**src/rtl/lss_pkg.sv**
```systemverilog
package lss_pkg;

   localparam int LSS_DEPTH = 128;
   localparam int WORD_W    = 32;
   localparam int OP_W      = 3;
   localparam int STATUS_W  = 2;
   localparam int FIELD8_W  = 8;

   localparam logic [OP_W-1:0] OP_PUSH  = 3'd0;
   localparam logic [OP_W-1:0] OP_POP   = 3'd1;
   localparam logic [OP_W-1:0] OP_PEEK  = 3'd2;
   localparam logic [OP_W-1:0] OP_COUNT = 3'd3;
   localparam logic [OP_W-1:0] OP_FIND  = 3'd4;

   localparam logic [STATUS_W-1:0] STATUS_OK       = 2'd0;
   localparam logic [STATUS_W-1:0] STATUS_EMPTY    = 2'd1;
   localparam logic [STATUS_W-1:0] STATUS_FULL     = 2'd2;
   localparam logic [STATUS_W-1:0] STATUS_NOTFOUND = 2'd3;

   localparam logic signed [WORD_W-1:0]   NEG_ONE_WORD = -32'sd1;
   localparam logic signed [FIELD8_W-1:0] NEG_ONE_POS  = -8'sd1;

   // shift controls broadcast to every cell of the chain
   typedef struct packed {
      logic push;   // take the word from the neighbor above
      logic pull;   // take the word from the neighbor below
   } cell_ctl_type;

   typedef struct packed {
      logic start;
      logic run;
   } scan_ctl_type;

endpackage

```
**src/rtl/lss_cell.sv**
```systemverilog
module lss_cell
   import lss_pkg::*;
(
   input  logic                     clock,
   input  cell_ctl_type             ctl,
   input  logic signed [WORD_W-1:0] up_data,
   input  logic signed [WORD_W-1:0] down_data,
   output logic signed [WORD_W-1:0] data
);

   logic signed [WORD_W-1:0] data_ff;

   // push and pull never rise together; with neither, hold the word
   always_ff @(posedge clock) begin
      if (ctl.push) begin
         data_ff <= up_data;
      end else if (ctl.pull) begin
         data_ff <= down_data;
      end
   end

   assign data = data_ff;

endmodule

```
**config.mk**
```make
export PLATFORM = sky130hd
export DESIGN_NAME = lss_cell
export DESIGN_NICKNAME = d
export VERILOG_FILES = /design/src/rtl/lss_pkg.sv /design/src/rtl/lss_cell.sv
export SDC_FILE = /design/constraint.sdc
export NUM_CORES = 1
export LEC_CHECK = 0
export ABC_AREA = 1
export BUFFER_PORTS_ARGS = -buffer_cell sky130_fd_sc_hd__buf_2
export CAP_MARGIN = 25
export CORE_UTILIZATION = 36
export CTS_CLUSTER_SIZE = 25
export DETAILED_ROUTE_END_ITERATION = 12
export PLACE_DENSITY = 0.71
export SETUP_SLACK_MARGIN = 0.4
export SLEW_MARGIN = 20
export SYNTH_ARGS = -nofsm -noshare
export SYNTH_HDL_FRONTEND = slang
export SYNTH_SLANG_ARGS = --single-unit
```
**constraint.sdc**
```tcl
create_clock -name clock -period 1.1 [get_ports clock]
set_input_delay 0.165 -clock clock [delete_from_list [all_inputs] [get_ports clock]]
set_output_delay 0.165 -clock clock [all_outputs]
set_load 0.02 [all_outputs]
```
# Word-level counts from Yosys, hierarchy flattened
# Index checks and enable logic that the tools add are counted.
dict set report totals {
  out_inout_bits 32
  register_bits 32
  input_bits 67
}
dict set report classes {
  reduce_logical 1
  muxes 2
}
# op n
set ops {}
lappend ops {{$mux 32} 2}
lappend ops {{$reduce_bool 2->1} 1}

# Logic depth before layout (Yosys ltp)
dict set report depth {
  word_depth 2
  mapped_depth 5
  mapped_depth_nobuf 3
}

# Least setup slack after synthesis
# Ideal clock, no wire load.
dict set report synth_timing {
  path_kind {input port to flip-flop}
  from {input ctl[1] (netlist bit)}
  to {register data_ff[0] (netlist: data[0]) (enable)}
  stages 2
  setup_slack_ps -25
  required_ps 771
  arrival_time_ps 796
  path_cell_list {buf_6 or2_2}
}
dict set report synth_between {
  elab_chain_len 1
}
# element line
set synth_rtl {}
lappend synth_rtl {{start, declared} lss_cell.sv:5} ;# input cell_ctl_type ctl,
lappend synth_rtl {{$reduce_bool 2->1 (no source line)} n/a}
lappend synth_rtl {{end signal, assigned} lss_cell.sv:16} ;# data_ff <= up_data;
lappend synth_rtl {{end signal, assigned} lss_cell.sv:18} ;# data_ff <= down_data;
lappend synth_rtl {{end, declared} lss_cell.sv:11} ;# logic signed [WORD_W-1:0] data_ff;
# Every way passes these cells.
# A chain may end at the register's enable or synchronous reset.

# Worst setup path after layout
dict set report layout_timing {
  from {register data_ff[30] (netlist: data[30])}
  to {output data[30]}
}
# element line
set layout_lines {}
lappend layout_lines {{end, declared} lss_cell.sv:8} ;# output logic signed [WORD_W-1:0] data
# No word-level cell between the ends.

==> run metrics <==
fin crit share=90.5%; post-route antenna net violation count=0; first-pass GRT wire length=4820 um; DP HPWL=approximately 2200 um; Die W=roughly 64 um; Via density=around 4.2; Hold Path Sink=data[4]$_DFFE_PP_; Sink Count=32; Remaining DRCs=0; CP Launch Type=register; Post-Synthesis Cells=137; WL final=3160 um; critical path arrival=slightly above 0.8 ns; Tightest Hold Check Type=primary input to register; Hold Startpoint=down_data[4]; Die Area=4150 um^2; GRT Overall Usage=15.9%; post-synth net total=204; final hold viol count=0; Num CTS Buffers=5; Leak=approximately 0.0011 uW; RSZ-0062 raised after global routing=yes; Mapped Area=1400 um^2; CP Cell Sequence=buf_6; synth unique cells=6; Crit Path Class=register to output port; CP Data Required Time=about 0.94 ns; IO Count=99; YS warnings=0; hold depth=3; DP Area=1900 um^2; Worst slew margin=84.5%; Core Footprint=3690 um^2; register bit total from synthesis=32; die height=64.4 um; peak supply drop=0.651 mV; syn_area_per_cell=10.2 um^2; fillers=358; largest net degree at the start of global routing=33; Worst Max-Slew Pin Slew=~0.23 ns; initial antenna violation count=0; NumNets Final=307; fmax=around 1.0 GHz; TritonCTS clock tree=built; Setup WS pre-CTS=0.0436 ns; vias in the first global route=1130; DRT Pass-1 Iters=4; Final GP Congestion=0.778; outcome=completed; Crit Path Max Fanout=1; grt ovf=0; commonest non-fill, non-tap cell in the layout=nand2_1; via count=roughly 1.2k; row cnt=22; Buffers on Ports=between 90 and 100; Slew Limit Fails=0; slowest CP cell=edfxtp_1; CTS H-tree depth=2; Max Cap Viol=0; fin crit period=0.995 ns; clock transition at the registers of the reported paths=0.06 ns; Final setup viols=0; CP peak stage delay=about 0.4 ns; clock root buffer=clkbuf_8; Finished Cell Area=2140 um^2; initial DRC count=58; maximum clock path buffer count=2; max reg flops=32; Post-CTS Hold Fix Bufs=0; PwrDens=1430 nW/um^2; register area share after synthesis=68.6%; delay-heaviest family, CP=flip-flops; share of cells above drive strength 1=45.6%; Initial Utilization=38.0%; Buf+Inv Stages, Crit Path=1; Avg WL per Cell=about 11 um; # diodes=0; final worst slack=about 0.10 ns; most frequent cells in the layout=nand2_1 (96), buf_2 (80), edfxtp_1 (32); Worst Setup End Kind=output port; setup_tns=0 ns; Area Overhead vs Synth=52.4%
-- stage by stage --
step | total power [uW] | utilization, % | instances | hold WS, ns
2_1_floorplan | 1890 | - | 137 | 0.344
3_3_place_gp | 2120 | 51.6 | 278 | 0.431
3_5_place_dp | 2130 | 51.6 | 278 | 0.431
4_1_cts | 3010 | 55.3 | 287 | 0.136
5_1_grt | 3180 | 57.9 | 289 | 0.151
6_report | 3060 | 57.9 | 289 | 0.146
-- worst max path at each step --
stage	start	slack, ns	end	cells past startpoint
2_1_floorplan	ctl[1]	0.18	data[0]$_DFFE_PP_	2
3_3_place_gp	ctl[1]	0.06	data[10]$_DFFE_PP_	5
3_5_place_dp	ctl[1]	0.04	data[30]$_DFFE_PP_	5
4_1_cts	data[30]$_DFFE_PP_	0.1	data[30]	1
5_1_grt	data[6]$_DFFE_PP_	0.08	data[6]	1
6_report	data[30]$_DFFE_PP_	0.10	data[30]	1
-- per-layer routing --
metal  vias to the layer above  wire [um]  track usage, %  share of wire, %
met5                         -          0               0                 0
met4                         0         37            8.06               1.2
met3                         4        315            6.61                10
met2                        58       1590            26.8                50
met1                       522       1210            17.0                38
li1                        641          -               -                 -
-- report_power, final --
group	internal [uW]	switching, uW
clock	440	399
combinational	313	359
sequential	1500	45.7
-- logic make-up (layout without fill, tap and decap cells) --
group / Yosys count / in the layout / share of synthesized area, %
AND/OR/NAND/NOR: 97 / 98 / 26.2
flip-flops: 32 / 32 / 68.6
buffers and inverters: 8 / 111 / 5.27
-- synth_stat cells --
master	n	area [um^2]
buf_6	4	45.0
nand2_1	96	360
edfxtp_1	32	961
buf_4	3	22.5
or2_2	1	6.26
inv_4	1	6.26
-- layout make-up --
| type | instances | area, um^2 | share of cell area, % |
|---|---|---|---|
| clock buffers | 7 | 76.3 | 3.57 |
| clock inverters | 1 | 3.75 | 0.176 |
| inverters | 1 | 11.3 | 0.527 |
| multi-input cells | 98 | 378 | 17.7 |
| flip-flops and latches | 32 | 961 | 45.0 |
| well taps | 48 | 60.1 | 2.81 |
| repair buffers | 102 | 646 | 30.2 |
-- repair_timing --
item	in CTS	in global routing
cloned	1	0
pin swaps	1	0
resized for setup	17	25
buffers inserted	0	2
endpoints found under the setup margin	96	64
Power figures use the tool's default switching activity.
