<file path="config.mk">
export PLATFORM = sky130hd
export DESIGN_NAME = lss_scan
export DESIGN_NICKNAME = d
export VERILOG_FILES = /design/src/rtl/lss_pkg.sv /design/src/rtl/lss_scan.sv
export SDC_FILE = /design/constraint.sdc
export NUM_CORES = 1
export LEC_CHECK = 0
export ABC_AREA = 1
export ABC_CLOCK_PERIOD_IN_PS = 2590
export BUFFER_PORTS_ARGS = -buffer_cell sky130_fd_sc_hd__buf_2
export CAP_MARGIN = 15
export CORE_MARGIN = 3
export CORE_UTILIZATION = 52
export CTS_CLUSTER_SIZE = 10
export DETAILED_ROUTE_END_ITERATION = 7
export HOLD_SLACK_MARGIN = 0.02
export PLACE_DENSITY = 0.78
export SKIP_CTS_REPAIR_TIMING = 1
export SYNTH_ARGS = -nofsm -noshare
export SYNTH_HDL_FRONTEND = slang
export SYNTH_SLANG_ARGS = --single-unit
</file>
<file path="constraint.sdc">
create_clock -name clock -period 2.59 [get_ports clock]
set_input_delay 0 -clock clock [delete_from_list [all_inputs] [get_ports clock]]
set_output_delay 0 -clock clock [all_outputs]
set_load 0.02 [all_outputs]
</file>
<file path="src/rtl/lss_pkg.sv">
package lss_pkg;

   localparam int LSS_DEPTH = 128;
   localparam int WORD_W    = 32;
   localparam int OP_W      = 3;
   localparam int STATUS_W  = 2;
   localparam int FIELD8_W  = 8;

   localparam logic [OP_W-1:0] OP_PUSH  = 3'd0;
   localparam logic [OP_W-1:0] OP_POP   = 3'd1;
   localparam logic [OP_W-1:0] OP_PEEK  = 3'd2;
   localparam logic [OP_W-1:0] OP_COUNT = 3'd3;
   localparam logic [OP_W-1:0] OP_FIND  = 3'd4;

   localparam logic [STATUS_W-1:0] STATUS_OK       = 2'd0;
   localparam logic [STATUS_W-1:0] STATUS_EMPTY    = 2'd1;
   localparam logic [STATUS_W-1:0] STATUS_FULL     = 2'd2;
   localparam logic [STATUS_W-1:0] STATUS_NOTFOUND = 2'd3;

   localparam logic signed [WORD_W-1:0]   NEG_ONE_WORD = -32'sd1;
   localparam logic signed [FIELD8_W-1:0] NEG_ONE_POS  = -8'sd1;

   // shift controls broadcast to every cell of the chain
   typedef struct packed {
      logic push;   // take the word from the neighbor above
      logic pull;   // take the word from the neighbor below
   } cell_ctl_type;

   typedef struct packed {
      logic start;
      logic run;
   } scan_ctl_type;

endpackage

</file>
<file path="src/rtl/lss_scan.sv">
module lss_scan
   import lss_pkg::*;
#(
   parameter int DEPTH = LSS_DEPTH
)
(
   input  logic                           clock,
   input  logic                           reset,
   input  scan_ctl_type                   ctl,
   input  logic signed [WORD_W-1:0]       target,
   input  logic signed [WORD_W-1:0]       head,
   input  logic [$clog2(DEPTH+1)-1:0]     fill,
   output logic                           last,
   output logic [$clog2(DEPTH+1)-1:0]     count,
   output logic                           found,
   output logic [$clog2(DEPTH)-1:0]       pos
);

   localparam int LVL_W = $clog2(DEPTH+1);
   localparam int IDX_W = $clog2(DEPTH);

   logic signed [WORD_W-1:0] target_ff;
   logic [IDX_W-1:0]         step_ff;
   logic [LVL_W-1:0]         count_ff;
   logic                     found_ff;
   logic [IDX_W-1:0]         pos_ff;
   logic                     hit;

   // the word at the head is the one step_ff places below the top
   assign hit  = (head == target_ff) && (LVL_W'(step_ff) < fill);
   assign last = (step_ff == IDX_W'(DEPTH-1));

   always_ff @(posedge clock) begin
      if (reset) begin
         step_ff  <= '0;
         found_ff <= 1'b0;
         count_ff <= '0;
      end else if (ctl.start) begin
         step_ff  <= '0;
         found_ff <= 1'b0;
         count_ff <= '0;
         target_ff <= target;
      end else if (ctl.run) begin
         step_ff <= step_ff + IDX_W'(1);
         if (hit) begin
            count_ff <= count_ff + LVL_W'(1);
         end
         if (hit && !found_ff) begin
            found_ff <= 1'b1;
            pos_ff   <= step_ff;
         end
      end
   end

   assign count = count_ff;
   assign found = found_ff;
   assign pos   = pos_ff;

endmodule

</file>
**Word level (Yosys, flattened, before mapping)**

Cells that the tools add are included.

- Register bits: 55
- Bits of input ports: 76
- Output and inout bits: 17
- Word-level logic and storage cells: 20

- Add/subtract/negate cells: 2
- Magnitude comparators: 1
- Equality and inequality tests: 2
- Bitwise gates (word level): 2
- Reductions and logical operators: 8

Operator list:

| kind | number |
|---|---|
| == test 32 bit | 1 |
| adder 8 x 1 -> 8 bit (second input constant) | 1 |
| less-than comparator 7 x 8 -> 1 bit | 1 |
| adder 7 x 1 -> 7 bit (second input constant) | 1 |
| == test 7 bit (second input constant) | 1 |
| AND reduction 2 bit | 3 |
| AND reduction 4 bit | 1 |
| logical AND 1 bit | 2 |
| NOT 1 bit | 2 |
| OR reduction 2 bit | 1 |
| logical NOT 1 bit | 1 |

**Logic depth before layout (Yosys ltp)**

Gate-level depths: netlist of run 1.

- Word-level depth: 4
- Depth in mapped cells: 13
- Depth with buffers taken out: 13

**Worst setup path after synthesis of run 1**

Ideal clock, no wire load.

- Path type: flip-flop to flip-flop
- Start: register step_ff[6]
- End: register pos_ff[0] (netlist: pos[0]) (enable)
- Arrival: 1.753 ns
- Required time: 2.210 ns
- Setup slack: 0.456 ns
- Stages on the path, launching flop included: 11
- Buffers on the path: 0
- Period minus slack after synthesis: 2.134 ns
- Cell sequence: dfxtp_1 > ha_1 > inv_1 > nor2_1 > nand3_1 > nand3_1 > nor2_1 > inv_1 > nor2_2 > nand2_1 > nor3_1

- Longest elaborated chain between the ends: 4

Ends and longest elaborated chain:

| item | line | source |
|---|---|---|
| start: declaration | lss_scan.sv:23 | `logic [IDX_W-1:0] step_ff;` |
| start signal: assignment | lss_scan.sv:44 | `step_ff <= step_ff + IDX_W'(1);` |
| less-than comparator 7 x 8 -> 1 bit | lss_scan.sv:30 | `assign hit = (head == target_ff) && (LVL_W'(step_ff) < fill);` |
| logical AND 1 bit | lss_scan.sv:30 |  |
| logical AND 1 bit | lss_scan.sv:48 | `if (hit && !found_ff) begin` |
| AND reduction 4 bit (no line) | -- |  |
| end signal: assignment | lss_scan.sv:50 | `pos_ff <= step_ff;` |
| end: declaration | lss_scan.sv:26 | `logic [IDX_W-1:0] pos_ff;` |

No other way between the ends.
A chain may end at the register's enable or synchronous reset.

**Worst setup path in the final report of run 1**

- Start: register step_ff[1]
- End: register pos_ff[2] (netlist: pos[2]) (enable)

The elaborated chain is that of the path after synthesis.

==> results of run 1 <==
[worst reg2reg max path: cells and delay by family (launching register included)]
| family | cells | cell delay [ps] |
|---|---|---|
| fa+ha+maj | 1 | 270 |
| flops | 1 | 420 |
| buf+inv | 2 | 260 |
| simple gates | 8 | 760 |
[metrics by stage]
stage	cell area [um^2]	utilization
2_1_floorplan	3070	-
3_3_place_gp	3640	0.649
3_5_place_dp	3640	0.649
4_1_cts	3740	0.668
5_1_grt	4070	0.725
6_report	4070	0.725
[synth_stat cells, types with 2 or more instances]
library cell,count,share of area
a21oi_1,8,0.013
and2_1,2,0.0041
dfxtp_1,16,0.10
edfxtp_1,39,0.38
ha_1,8,0.033
inv_1,85,0.10
nand2_1,138,0.17
nand3_1,19,0.031
nand4_1,3,0.0061
nor2_1,65,0.079
nor2_2,3,0.0061
nor3_1,7,0.011
o21ai_0,7,0.011
o21ai_1,2,0.0033
xnor2_1,8,0.023
xor2_1,2,0.0057
[area by class of cell]
class                   instances  area, um^2
fillers                       465        1540
multi-input cells             277        1260
well taps                      72        90.1
inverters                      85         319
clock buffers                   8         104
flip-flops and latches         55        1490
repair buffers                127         803
[worst paths after layout]
path	startpoint	endpoint	slack [ps]	depth (start not counted)
max reg2reg	step_ff[1]	pos[2]	610	11
min reg2reg	step_ff[6]	pos[6]	470	0
max	step_ff[1]	pos[2]	610	11
min	ctl[0]	step_ff[1]	5	2
[cell families after synthesis]
| kind of cell | Yosys count | share of synthesized area |
|---|---|---|
| xor+xnor | 10 | 0.0285 |
| compound gates | 17 | 0.0277 |
| flops | 55 | 0.486 |
| fa+ha+maj | 8 | 0.0326 |
| buf+inv | 86 | 0.106 |
| simple gates | 242 | 0.320 |
[metal layers]
metal | routed length [um] | up-vias
li1 | - | 1548
met1 | 3030 | 1322
met2 | 3890 | 79
met3 | 434 | 17
met4 | 176 | 0
met5 | 0 | -
[where the power goes]
part	switching, mW	internal, mW
Clock	0.271	0.255
Combinational	0.146	0.137
Sequential	0.0208	0.980
Total	0.438	1.37
[flip-flops by register name, indices dropped and copies added, names as in the netlist]
signal	count
target_ff	32
count	8
pos	7
step_ff	7
found	1
==> metrics.csv, run 1 <==
stage,metric,value,unit
status,status,"finished, final reports clean",
drt,routed vias/inst,4.75,
final_layout,most frequent cells in the layout,"nand2_1 (138), buf_2 (92), inv_1 (85)",
placement,Final HPWL DP,5.56,mm
grt,number of global-route vias before repair,2794,
critical_path,CP Cell Sequence,ha_1 -> nand2_1 -> nand2_1 -> nand2_1 -> nand2_1 -> nand2_1 -> inv_1 -> nor2_2 -> nand2_1 -> nor3_1 -> buf_4,
critical_path,most used cell along the critical path,nand2_1,
drt,drt wl/cell,12.1,um
drt,Initial DRC Count,217,
grt,global-route wire length before repair,11.5,mm
floorplanning,# IOs,93,
sta,total negative setup slack,0,ps
logic_synthesis,yosys synthesis warning count,0,
grt,routing usage on met2,0.359,
cts,clock root buffer,clkbuf_8,
sta,Clock Skew,4.59,ps
logic_synthesis,syn nets,502,
placement,port buffer count,92,
drt,vias post-DR,2966,
logic_synthesis,Synth Register Bits,55,
floorplanning,Die X-Extent,82.8,um
sta,fin crit share,0.763,
logic_synthesis,Post-synth EDFFs,39,
cts,CTS buffer count,5,
power,power per cell area,445,mW/mm^2
cts,clock tree buffer depth,2,
logic_synthesis,main flop type after synthesis,edfxtp_1,
grt,met1 Usage GRT,0.242,
sta,endpoints failing hold,0,
cts,"Reg clk slew, reported paths",90,ps
grt,GRT busiest layer,met2,
floorplanning,Die Y-Extent,82.8,um
sta,relative slew slack,0.715,
grt,initial antenna violation count,0,
placement,pre-CTS WS,640,ps
drt,Final ANT Viol Nets,0,
sta,Slew @ Worst Pin,428,ps
final_layout,post-layout net count,635,
logic_synthesis,Post-synth ARST share,0,
drt,Pre-antenna DRT Iters,4,
floorplanning,FP Rows,27,
logic_synthesis,sequential share of the synthesized area,0.486,
sta,worst setup margin,613,ps
logic_synthesis,Post-Synthesis Cells,418,
floorplanning,Initial Utilization,0.548,
logic_synthesis,mean area per synthesized cell,7.35,um^2
sta,Max Clock Freq,506,MHz
placement,dpl cells,584,
critical_path,crit start category,flip-flop,
cts,clk sink count,55,
logic_synthesis,Netlist cell types,22,
cts,"Clk Latency, worst-skew pair",310,ps
power,Worst VDD drop,341,uV
logic_synthesis,cell area after synthesis,0.00307,mm^2
drt,Post-Route WL,7.53,mm
sta,RSZ-0062 raised after global routing,no,
floorplanning,Core ar.,0.00561,mm^2
final_layout,Diodes inserted,0,
grt,largest net degree at the start of global routing,33,
grt,met3 global-route usage,0.0446,
critical_path,Worst Path Max Fanout,7,
placement,routability cong.,0.844,
final_layout,"commonest non-fill, non-tap cell in the layout",nand2_1,
hold_path,Hold Crit Class,input pin to flip-flop,
critical_path,Critical Path Sink Type,flip-flop,
critical_path,critical path's top delay family,simple AND/OR/NAND/NOR gates,
critical_path,critical path class,flip-flop to flip-flop,
cts,CTS tree,done,
sta,min Tclk post-route,1980,ps
sta,Hold Slack,5.46,ps
power,Total Power,1.81,mW
drt,DRC,0,
critical_path,CP peak stage delay,420,ps
sta,Final Setup Violations,0,
floorplanning,DIE AREA,0.00686,mm^2
job,MaxCap Viol Count,0,
sta,Max Slew Vio Count,0,
critical_path,Worst Path Buf+Inv,2,
critical_path,Crit path required time,2610,ps
grt,total grt overflow,0,
power,leak pwr,2.12,nW
critical_path,"slowest stage cell, crit path",dfxtp_1,
cts,# H-tree levels,2,
final_layout,Area growth syn-to-layout,32.4,%
critical_path,crit path DAT,2000,ps
final_layout,Finished Layout Cells,624,
grt,gr usage total,0.203,
final_layout,layout cell share with drive strength beyond 1,0.199,
(Power assumes the default switching activity.)
==> run 2, diff against run 1 <==
ABC_CLOCK_PERIOD_IN_PS = 1800   (was 2590)
CORE_UTILIZATION = 47   (was 52)
PLACE_DENSITY = 0.74   (was 0.78)
clock period = 1.8 ns   (was 2.59 ns; I/O delays follow)
==> run 2 against run 1 <==
  * Largest cell class unchanged
  * Wire length rose by 2.5%
  * Via count rose by 0.71%
  * Final cell count rose by 3.8%
  * The flow now finishes with violations (negative setup slack)
  * Maximum frequency rose by 8.4%
  * Clock skew rose by 4.2 ps
==> metrics.csv, run 2 (synthesis gave the netlist of run 1 again) <==
stage,metric,value,unit,change
status,status,"complete, but fails checks",,
status,failing checks,negative setup slack,,
sta,RSZ-0062 raised after global routing,yes,,
sta,total negative setup slack,-158,ps,-158 ps
sta,Clock Skew,8.80,ps,+4.22 ps
floorplanning,Die Y-Extent,86.8,um,+4.8%
final_layout,utilization after layout,0.708,,-0.0169
critical_path,Crit path required time,1820,ps,-790 ps
grt,number of global-route vias before repair,2614,,-6.4%
final_layout,max reg flops,32,,unchanged
final_layout,multi-input combinational cell area,0.00136,mm^2,+8.1%
drt,Final ANT Viol Nets,0,,unchanged
grt,initial antenna violation count,0,,unchanged
sta,min Tclk post-route,1820,ps,-153 ps
grt,global-route wire length before repair,11.3,mm,-2.5%
final_layout,most frequent cells in the layout,"nand2_1 (134), buf_2 (92), inv_1 (83)",,
cts,CTS tree,done,,
drt,Initial DRC Count,126,,-42%
power,power per cell area,603,mW/mm^2,+35%
grt,largest net degree at the start of global routing,33,,unchanged
cts,"Clk Latency, worst-skew pair",300,ps,about the same
placement,Final HPWL DP,5.73,mm,+3.0%
critical_path,most used cell along the critical path,nor2_2,,
placement,routability cong.,0.817,,-3.3%
drt,DRC,0,,unchanged
sta,Hold Slack,142,ps,+137 ps
hold_path,hold_sp,ctl[1],,
critical_path,Worst Path Max Fanout,4,,-3
floorplanning,Initial Utilization,0.501,,-0.0467
cts,# H-tree levels,2,,unchanged
hold_path,Hold Crit Class,input pin to flip-flop,,
drt,drt wl/cell,11.9,um,-1.3%
final_layout,Diodes inserted,0,,unchanged
critical_path,CP Cell Sequence,ha_4 -> inv_2 -> nor2_2 -> nand3_2 -> nand3_2 -> nor2_2 -> inv_1 -> nor2_2 -> nand2_2 -> nor3_4 -> buf_6,,
sta,fin crit share,1.01,,+0.250
final_layout,Area growth syn-to-layout,41.4,%,
floorplanning,Die X-Extent,86.8,um,+4.8%
drt,routed vias/inst,4.61,,-3.0%
cts,clk sink count,55,,unchanged
sta,Slew @ Worst Pin,422,ps,-6.22 ps
sta,Final Setup Violations,7,,+7
drt,vias post-DR,2987,,+0.71%
drt,Post-Route WL,7.72,mm,+2.5%
placement,port buffer count,92,,unchanged
critical_path,"slowest stage cell, crit path",dfxtp_4,,
sta,relative slew slack,0.719,,+0.00415
final_layout,FF/Latch Area,0.00150,mm^2,+0.42%
critical_path,r2r startpoint,step_ff[6],,
job,MaxCap Viol Count,0,,unchanged
final_layout,post-layout net count,656,,+3.3%
floorplanning,DIE AREA,0.00754,mm^2,+9.9%
grt,total grt overflow,0,,unchanged
drt,Pre-antenna DRT Iters,4,,unchanged
cts,"Reg clk slew, reported paths",90,ps,about the same
floorplanning,# IOs,93,,unchanged
sta,Max Clock Freq,548,MHz,+8.4%
final_layout,fillers,465,,unchanged
placement,pre-CTS WS,-90.0,ps,-730 ps
floorplanning,Core ar.,0.00613,mm^2,+9.3%
power,leak pwr,2.23,nW,+5.5%
final_layout,Reg with most FFs,target_ff,,
cts,CTS buffer count,5,,unchanged
critical_path,Setup crit start,step_ff[6],,
final_layout,layout cell share with drive strength beyond 1,0.269,,+0.0695
cts,clock tree buffer depth,2,,unchanged
grt,gr usage total,0.189,,-0.0144
sta,endpoints failing hold,0,,unchanged
critical_path,CP peak stage delay,370,ps,-50 ps
critical_path,critical path class,flip-flop to flip-flop,,
power,Worst VDD drop,435,uV,+28%
sta,Max Slew Vio Count,0,,unchanged
critical_path,Critical Path Sink Type,flip-flop,,
critical_path,crit start category,flip-flop,,
final_layout,"commonest non-fill, non-tap cell in the layout",nand2_1,,
critical_path,crit path DAT,1850,ps,-150 ps
floorplanning,FP Rows,28,,+3.7%
cts,clock root buffer,clkbuf_8,,
sta,worst setup margin,-24.4,ps,-637 ps
-- run 2: worst paths after layout --
check | end | slack, ps | cells past startpoint
max | pos[4] | -20 | 11
min | count[2] | 140 | 5
max reg2reg | pos[4] | -20 | 11
min reg2reg | pos[6] | 490 | 0
-- run 2: layout make-up --
class | count | share of cell area
flip-flops and latches | 55 | 0.345
multi-input cells | 277 | 0.313
repair buffers | 148 | 0.224
inverters | 85 | 0.0735
clock buffers | 8 | 0.0231
well taps | 75 | 0.0216
-- run 2: layer usage --
layer / vias up / part of all wire / track usage
met4: 0 / 0.010 / 0.0425
met5: - / 0 / 0
met2: 86 / 0.49 / 0.318
met3: 7 / 0.062 / 0.0409
li1: 1588 / - / -
met1: 1306 / 0.44 / 0.249
-- run 2: through the flow --
stage	std cells	power [mW]	instance area (um^2)
6_report	648	2.62	4340
5_1_grt	648	2.75	4340
4_1_cts	613	2.55	3910
3_5_place_dp	605	1.84	3810
3_3_place_gp	605	1.83	3810
2_1_floorplan	418	1.66	3100
-- run 2: worst max-delay path, delay by kind of cell, from the launching register on --
| kind | cells | cell delay (ps) |
|---|---|---|
| fa+ha+maj | 1 | 220 |
| flops | 1 | 370 |
| simple gates | 7 | 740 |
| buf+inv | 3 | 250 |
-- run 2: report_power, final --
group          internal [mW]  leakage (nW)  total (mW)  switching, mW
logic                  0.225          1.69       0.452          0.227
registers               1.41         0.496        1.44         0.0312
clock network          0.352        0.0515       0.726          0.374
total                   1.99          2.23        2.62          0.632
